`src/rtl/rnqc_pkg.sv`:
```
`default_nettype none
package rnqc_pkg;

    localparam int CHAR_W  = 8;
    localparam int COUNT_W = 13;
    localparam int LIMIT_W = 12;

    localparam logic [LIMIT_W-1:0] LIMIT_RESET = 12'd256;
    localparam logic [COUNT_W-1:0] COUNT_MAX   = 13'd8191;

    localparam logic [CHAR_W-1:0] CH_LPAREN  = 8'h28;  // (
    localparam logic [CHAR_W-1:0] CH_RPAREN  = 8'h29;  // )
    localparam logic [CHAR_W-1:0] CH_LBRACK  = 8'h5B;  // [
    localparam logic [CHAR_W-1:0] CH_RBRACK  = 8'h5D;  // ]
    localparam logic [CHAR_W-1:0] CH_LBRACE  = 8'h7B;  // {
    localparam logic [CHAR_W-1:0] CH_RBRACE  = 8'h7D;  // }
    localparam logic [CHAR_W-1:0] CH_BSLASH  = 8'h5C;  // backslash
    localparam logic [CHAR_W-1:0] CH_PLUS    = 8'h2B;
    localparam logic [CHAR_W-1:0] CH_STAR    = 8'h2A;
    localparam logic [CHAR_W-1:0] CH_QUEST   = 8'h3F;
    localparam logic [CHAR_W-1:0] CH_EQUAL   = 8'h3D;
    localparam logic [CHAR_W-1:0] CH_BANG    = 8'h21;
    localparam logic [CHAR_W-1:0] CH_LESS    = 8'h3C;

    typedef enum logic [5:0] {
        MODE_NORMAL      = 6'b000001,
        MODE_ESC         = 6'b000010,
        MODE_CLASS       = 6'b000100,
        MODE_CLASS_ESC   = 6'b001000,
        MODE_BRACE       = 6'b010000,
        MODE_AFTER_CLOSE = 6'b100000
    } scan_mode_t;

    // lookahead tracking after '('
    typedef enum logic [1:0] {
        LA_NONE  = 2'd0,
        LA_PAREN = 2'd1,
        LA_QUEST = 2'd2
    } look_t;

    // one operation on the whole cell chain per cycle
    typedef struct packed {
        logic push;
        logic pop;
        logic mark;
    } stk_op_t;

endpackage
`default_nettype wire

```
`src/rtl/rnqc_cell.sv`:
```
`default_nettype none
module rnqc_cell
    import rnqc_pkg::*;
(
    input  wire logic    aclk,
    input  wire stk_op_t op,
    input  wire logic    top_cell,
    input  wire logic    up_bit,
    input  wire logic    down_bit,
    output logic         bit_q
);

    logic bit_reg;
    logic bit_next;

    always_comb begin
        bit_next = bit_reg;
        if (op.push) begin
            bit_next = up_bit;
        end else if (op.pop) begin
            bit_next = down_bit;
        end
        // mark applies to the top after any pop in the same cycle
        if (op.mark && top_cell) begin
            bit_next = 1'b1;
        end
    end

    always_ff @(posedge aclk) begin
        bit_reg <= bit_next;
    end

    assign bit_q = bit_reg;

endmodule
`default_nettype wire

```
`src/rtl/regex_nested_quantifier_check_unit.sv`:
```
`default_nettype none
// Checks a regex pattern, one byte per s_ transaction (s_tlast on the final byte), and
// returns one m_ transaction per pattern with bit 0 of m_tdata set when the pattern is safe:
// not longer than max_length and no quantified group that itself holds a quantifier.
// Escapes, character classes and brace counts are skipped; (?=, (?! and (?< groups are not
// tracked. The group stack is a chain of STACK_DEPTH one-bit cells that shift as a whole on
// push and pop; nesting deeper than STACK_DEPTH rejects the pattern. One byte is taken per
// cycle while s_tready is high; the scanner is combinational. The verdict is registered in
// the output register, or in a spare one while the output holds one, so s_tready drops only
// while two results wait, and never depends on m_tready in the same cycle. The user must
// write max_length on the cfg_ channel only while no pattern is in flight (not enforced).
module regex_nested_quantifier_check_unit
    import rnqc_pkg::*;
#(
    parameter int STACK_DEPTH = 256
) (
    input  wire logic               aclk,
    input  wire logic               aresetn,
    input  wire logic               s_tvalid,
    output logic                    s_tready,
    input  wire logic [7:0]         s_tdata,    // [7:0] char_code
    input  wire logic               s_tlast,    // last
    output logic                    m_tvalid,
    input  wire logic               m_tready,
    output logic [7:0]              m_tdata,    // [0] safe, [7:1] zero
    input  wire logic               cfg_valid,
    output logic                    cfg_ready,
    input  wire logic [LIMIT_W-1:0] cfg_data    // max_length
);

    localparam int DEPTH_W = $clog2(STACK_DEPTH + 1);
    localparam logic [DEPTH_W-1:0] DEPTH_FULL = DEPTH_W'(STACK_DEPTH);

    logic [LIMIT_W-1:0] limit_reg;
    logic [COUNT_W-1:0] count_reg, count_next;
    scan_mode_t         mode_reg, mode_next;
    look_t              look_reg, look_next;
    logic [DEPTH_W-1:0] depth_reg, depth_next;
    logic               cq_reg, cq_next;
    logic               rej_reg, rej_next;
    logic               out_valid_reg, out_valid_next;
    logic               safe_reg, safe_next;
    logic               spare_valid_reg, spare_valid_next;
    logic               spare_safe_reg, spare_safe_next;

    stk_op_t            scan_op, cell_op;
    logic [STACK_DEPTH-1:0] cell_bits;

    logic [CHAR_W-1:0]  c;
    logic               in_fire;
    logic               done;
    logic               skip;
    logic               verdict;

    assign s_tready  = !spare_valid_reg;
    assign in_fire   = s_tvalid && s_tready;
    assign cfg_ready = 1'b1;
    assign c         = s_tdata;
    assign m_tvalid  = out_valid_reg;
    assign m_tdata   = {7'd0, safe_reg};

    always_comb begin
        count_next = count_reg;
        mode_next  = mode_reg;
        look_next  = look_reg;
        depth_next = depth_reg;
        cq_next    = cq_reg;
        rej_next   = rej_reg;
        scan_op    = '0;
        done       = 1'b0;
        skip       = 1'b0;
        verdict    = 1'b0;

        if (count_reg != COUNT_MAX) begin
            count_next = count_reg + 1'b1;
        end

        if (!rej_reg) begin
            if (look_reg == LA_QUEST) begin
                look_next = LA_NONE;
                if (c inside {CH_EQUAL, CH_BANG, CH_LESS}) begin
                    // undo the provisional push, then mark the enclosing group
                    if (depth_reg != '0) begin
                        depth_next  = depth_reg - 1'b1;
                        scan_op.pop = 1'b1;
                    end
                    scan_op.mark = (depth_next != '0);
                    done = 1'b1;
                end
            end else if (look_reg == LA_PAREN) begin
                look_next = LA_NONE;
                if (c == CH_QUEST) begin
                    scan_op.mark = (depth_reg != '0);
                    look_next    = LA_QUEST;
                    done = 1'b1;
                end
            end

            if (!done) begin
                case (mode_reg)
                    MODE_ESC: begin
                        mode_next = MODE_NORMAL;
                        skip = 1'b1;
                    end
                    MODE_CLASS: begin
                        if (c == CH_BSLASH) begin
                            mode_next = MODE_CLASS_ESC;
                        end else if (c == CH_RBRACK) begin
                            mode_next = MODE_NORMAL;
                        end
                        skip = 1'b1;
                    end
                    MODE_CLASS_ESC: begin
                        mode_next = MODE_CLASS;
                        skip = 1'b1;
                    end
                    MODE_BRACE: begin
                        if (c == CH_RBRACE) begin
                            mode_next = MODE_NORMAL;
                        end
                        skip = 1'b1;
                    end
                    MODE_AFTER_CLOSE: begin
                        mode_next = MODE_NORMAL;
                        cq_next   = 1'b0;
                        if (cq_reg && (c inside {CH_PLUS, CH_STAR, CH_QUEST, CH_LBRACE})) begin
                            rej_next = 1'b1;
                            skip = 1'b1;
                        end
                    end
                    default: begin
                        mode_next = MODE_NORMAL;
                    end
                endcase

                if (!skip) begin
                    if (c == CH_BSLASH) begin
                        mode_next = MODE_ESC;
                    end else if (c == CH_LBRACK) begin
                        mode_next = MODE_CLASS;
                    end else if (c == CH_LPAREN) begin
                        if (depth_reg >= DEPTH_FULL) begin
                            rej_next = 1'b1;
                        end else begin
                            scan_op.push = 1'b1;
                            depth_next   = depth_reg + 1'b1;
                            look_next    = LA_PAREN;
                        end
                    end else if (c == CH_RPAREN) begin
                        if (depth_reg != '0) begin
                            depth_next  = depth_reg - 1'b1;
                            scan_op.pop = 1'b1;
                            cq_next     = cell_bits[0];
                            mode_next   = MODE_AFTER_CLOSE;
                        end
                    end else if (c inside {CH_PLUS, CH_STAR, CH_QUEST}) begin
                        scan_op.mark = (depth_reg != '0);
                    end else if (c == CH_LBRACE) begin
                        scan_op.mark = (depth_reg != '0);
                        mode_next    = MODE_BRACE;
                    end
                end
            end
        end

        if (s_tlast) begin
            verdict    = !rej_next && (count_next <= {1'b0, limit_reg});
            count_next = '0;
            mode_next  = MODE_NORMAL;
            look_next  = LA_NONE;
            depth_next = '0;
            cq_next    = 1'b0;
            rej_next   = 1'b0;
        end
    end

    assign cell_op = in_fire ? scan_op : stk_op_t'('0);

    // two-entry result buffer: output register plus a spare behind it
    always_comb begin
        out_valid_next   = out_valid_reg;
        safe_next        = safe_reg;
        spare_valid_next = spare_valid_reg;
        spare_safe_next  = spare_safe_reg;
        if (m_tready) begin
            out_valid_next   = spare_valid_reg;
            safe_next        = spare_safe_reg;
            spare_valid_next = 1'b0;
        end
        if (in_fire && s_tlast) begin
            if (out_valid_next) begin
                spare_valid_next = 1'b1;
                spare_safe_next  = verdict;
            end else begin
                out_valid_next = 1'b1;
                safe_next      = verdict;
            end
        end
    end

    always_ff @(posedge aclk) begin
        if (!aresetn) begin
            limit_reg       <= LIMIT_RESET;
            count_reg       <= '0;
            mode_reg        <= MODE_NORMAL;
            look_reg        <= LA_NONE;
            depth_reg       <= '0;
            cq_reg          <= 1'b0;
            rej_reg         <= 1'b0;
            out_valid_reg   <= 1'b0;
            spare_valid_reg <= 1'b0;
        end else begin
            if (cfg_valid) begin
                limit_reg <= cfg_data;
            end
            if (in_fire) begin
                count_reg <= count_next;
                mode_reg  <= mode_next;
                look_reg  <= look_next;
                depth_reg <= depth_next;
                cq_reg    <= cq_next;
                rej_reg   <= rej_next;
            end
            out_valid_reg   <= out_valid_next;
            spare_valid_reg <= spare_valid_next;
        end
    end

    always_ff @(posedge aclk) begin
        safe_reg       <= safe_next;
        spare_safe_reg <= spare_safe_next;
    end

    // cell 0 is the stack top; a push shifts a zero in at the top
    for (genvar i = 0; i < STACK_DEPTH; i++) begin : g_cell
        logic up_b;
        logic down_b;
        if (i == 0) begin : g_top
            assign up_b = 1'b0;
        end else begin : g_mid
            assign up_b = cell_bits[i-1];
        end
        if (i == STACK_DEPTH - 1) begin : g_bottom
            assign down_b = cell_bits[i];
        end else begin : g_inner
            assign down_b = cell_bits[i+1];
        end
        rnqc_cell u_cell (
            .aclk     (aclk),
            .op       (cell_op),
            .top_cell (i == 0),
            .up_bit   (up_b),
            .down_bit (down_b),
            .bit_q    (cell_bits[i])
        );
    end

endmodule
`default_nettype wire
```
`config.mk`:
```
export PLATFORM = sky130hd
export DESIGN_NAME = regex_nested_quantifier_check_unit
export DESIGN_NICKNAME = d
export VERILOG_FILES = /design/src/rtl/rnqc_pkg.sv /design/src/rtl/rnqc_cell.sv /design/src/rtl/regex_nested_quantifier_check_unit.sv
export SDC_FILE = /design/constraint.sdc
export NUM_CORES = 1
export LEC_CHECK = 0
export BUFFER_PORTS_ARGS = -buffer_cell sky130_fd_sc_hd__buf_2
export CORE_MARGIN = 2
export CORE_UTILIZATION = 60
export DETAILED_ROUTE_END_ITERATION = 7
export HOLD_SLACK_MARGIN = 0.03
export PLACE_DENSITY = 0.89
export SLEW_MARGIN = 20
export SYNTH_ARGS = -nofsm -noshare
export SYNTH_HDL_FRONTEND = slang
export SYNTH_SLANG_ARGS = --single-unit
export TNS_END_PERCENT = 10
```
`constraint.sdc`:
```
create_clock -name aclk -period 19.2 [get_ports aclk]
set_clock_uncertainty 0.2 [all_clocks]
set_input_delay 1.92 -clock aclk [delete_from_list [all_inputs] [get_ports aclk]]
set_output_delay 1.92 -clock aclk [all_outputs]
set_load 0.005 [all_outputs]
```
==> results_dict.tcl <==
set metrics [dict create \
    status "finished clean" \
    rsz0062_at_grt "false" \
    cp.arrival_ps 5980 \
    avgRoutedWirePerCell_um 14.6 \
    layout.nets 1589 \
    synth_adder_area_share_pct 1.30 \
    ios 37 \
    internal_power_w 0.00107 \
    vias 10600 \
    r2r_start "mode_reg[2]" \
    hold_depth 0 \
    synth_cells 1567 \
    track_usage_pct 21.5 \
    overflow 0 \
    slew_headroom_pct 32.8 \
    antenna_found_initial 0 \
    first_pass_iters 6 \
    first_iter_violations 1221 \
    combPwrFrac_pct 2.1 \
    viasPerCell 5.61 \
    slew_viol_final 0 \
    yosys-mux-area-fraction_pct 1.12 \
    pre_cts_ws_ps 12620 \
    r2r_end "g_cell[116].u_cell.bit_q" \
    synth_cell_types 71 \
    clock_latency_ps 570 \
    synth_xor_area_share_pct 0.968 \
    start_kind "input pin" \
    grt_pass1_vias 10200 \
    numClockSinks 304 \
    synth_edf_count 256 \
    post_cts_resize_count 0 \
    min_period_ps 6000 \
    critPathMaxFanout 81 \
    p_switching_w 0.000260 \
    die_w_um 159 \
    syn_area_per_cell_um2 9.24 \
    cts_buffers 31 \
    yosys_warnings 0 \
    initial_core_util_pct 61.3 \
    synth_top_flop_cell "edfxtp_1" \
    ant_nets 0 \
    dieArea_um2 25400 \
    cts-root-buf "clkbuf_16" \
    dp_hpwl_mm 16.4 \
    clk_pin_slew_ps 60 \
    grt_max_degree 256 \
    syn_area_um2 14500 \
    place_area_um2 14700 \
    required_ps 19170 \
    synth_compound_area_share_pct 5.77 \
    power.share.clock_pct 44.3 \
    worst-r2r-setup-slack_ps 14680 \
    fin_ws_ps 13200 \
    drive_above_1_share_pct 5.49 \
    post_cts_buffers 0 \
    largest_register_ffs 256 \
    cts.path.max_buffers 3 \
    cp-end-kind "register" \
    ys_seq_elements 304 \
    finalSetupViolations 0 \
    cts_tree "done" \
    fp-row-count 56 \
    max_cap_violations 0 \
    area_growth_pct 8.30 \
    synth_top_family_by_area "simple AND/OR/NAND/NOR gates" \
    power.total_w 0.00133 \
    drc 0 \
    path_class "in -> reg" \
    seq_power_share_pct 53.6 \
    seq_area_frac_synth_pct 59.7 \
    cts-htree-levels 1 \
    fmaxAchievable_ghz 0.167 \
    portBuffers 28 \
    period_share_pct 31.3 \
    wl_mm 27.6 \
    design_area_um2 15700 \
    r2r_cells 9 \
    holdBufCountCts 0 \
    n_antenna_cell 0 \
    min_from "g_cell[254].u_cell.bit_q" \
    setup-tns-final_ps 0 \
    finalWeightedCongestion 0.874 \
    switching_share_pct 19.6 \
    leakage_nw 6.45 \
    grt_first_pass_wirelength_mm 47.1 \
    fin_util_pct 66.4 \
    async_flop_share_pct 0 \
    die_h_um 159 \
    hp-class "reg -> reg" \
    finalHoldViolations 0 \
    min_to "g_cell[255].u_cell.bit_q" \
    synthSimpleGateAreaFrac_pct 27.4 \
    worst_pin_slew_ps 1010 \
    ir_worst_vdd_v 0.0000654 \
    power_density_nw_per_um2 84.5 \
    coreArea_um2 23600 \
]
## critical path, stage by stage
cell      delay [ps]
buf_2            140
or4b_4           560
or3_1            380
or3_4            380
nor2_2           320
nand2_4          420
nand2b_4         590
buf_16           330
buf_4            840
## per-stage QoR
| step | instances | hold WS, ps |
|---|---|---|
| after floorplan | 1573 | 226 |
| after global placement | 1833 | 237 |
| after detailed placement | 1834 | 247 |
| after CTS | 1886 | 258 |
| after global routing | 1886 | 287 |
| final | 1886 | 260 |
## area by class of cell
class / instances / area, µm²
Clock inverter: 14 / 178
Timing Repair Buffer: 36 / 233
Inverter: 19 / 71.3
Tap cell: 319 / 399
Multi-Input combinational cell: 1156 / 5360
Fill cell: 1770 / 7930
Clock buffer: 38 / 802
Sequential cell: 304 / 8650
## synth_stat cells (all sizes together), types with 3 or more instances
cell	number	area, µm²
buf	65	345
and2	3	18.8
o21ai	32	160
or3	8	55.1
a21oi	31	155
clkbuf	29	110
xor2	7	61.3
o21a	5	37.5
a21o	6	45.0
nand3	13	65.1
nor3b	5	37.5
mux2i	14	140
a32o	3	30.0
nor2	65	246
a211oi	4	30.0
and3	3	18.8
o22ai	3	18.8
xnor2	9	78.8
ha	15	188
nand2b	10	62.6
dfxtp	48	961
or4	3	22.5
nor3	21	105
nor2b	7	43.8
inv	18	67.6
nor4	8	62.6
a22oi	12	90.1
o31ai	3	22.5
nand2	798	3000
o32ai	5	43.8
o211ai	4	30.0
a31oi	3	18.8
nand4	9	56.3
edfxtp	256	7690
## power by group through the flow
stage	Combinational, W	Clock (W)	Sequential, W
after floorplan	0.0000201	0	0.000724
after global placement	0.0000262	0	0.000724
after detailed placement	0.0000272	0	0.000724
after CTS	0.0000275	0.000599	0.000710
after global routing	0.0000313	0.000624	0.000710
final	0.0000279	0.000588	0.000710
## cell usage in the layout (no fill, tap or decap), types with 18 or more instances in the layout
master and n:
dfxtp_1 48, nand2_1 797, buf_2 28, clkbuf_16 31, edfxtp_1 256, nor2_1 64, a21oi_1 31, o21ai_0 30
inv_1 18, nor3_1 21
## worst max path at each step
stage                                to        from  cells past startpoint
2_1_floorplan  g_cell[100].u_cell.bit_q  s_tdata[4]                      6
3_3_place_gp   g_cell[202].u_cell.bit_q  s_tdata[4]                      8
3_5_place_dp   g_cell[206].u_cell.bit_q  s_tdata[4]                      9
4_1_cts         g_cell[57].u_cell.bit_q  s_tdata[4]                      9
5_1_grt        g_cell[194].u_cell.bit_q  s_tdata[4]                      9
6_report       g_cell[116].u_cell.bit_q  s_tdata[4]                      9
## routing by layer
layer / vias up / track usage, % / routed length, µm
li1: 5203 / - / -
met1: 5016 / 29.5 / 12200
met2: 309 / 36.8 / 13600
met3: 55 / 2.81 / 1230
met4: 0 / 5.54 / 527
met5: - / 0 / 0
## logic make-up after synthesis
family	Yosys count
xor gates and xnor gates	16
muxes	16
adders and majority gates	15
and+or+nand+nor	973
DFF	304
AOI/OAI and AO/OA	128
other	2
buffers and inverters	113
(Power assumes the default switching activity.)
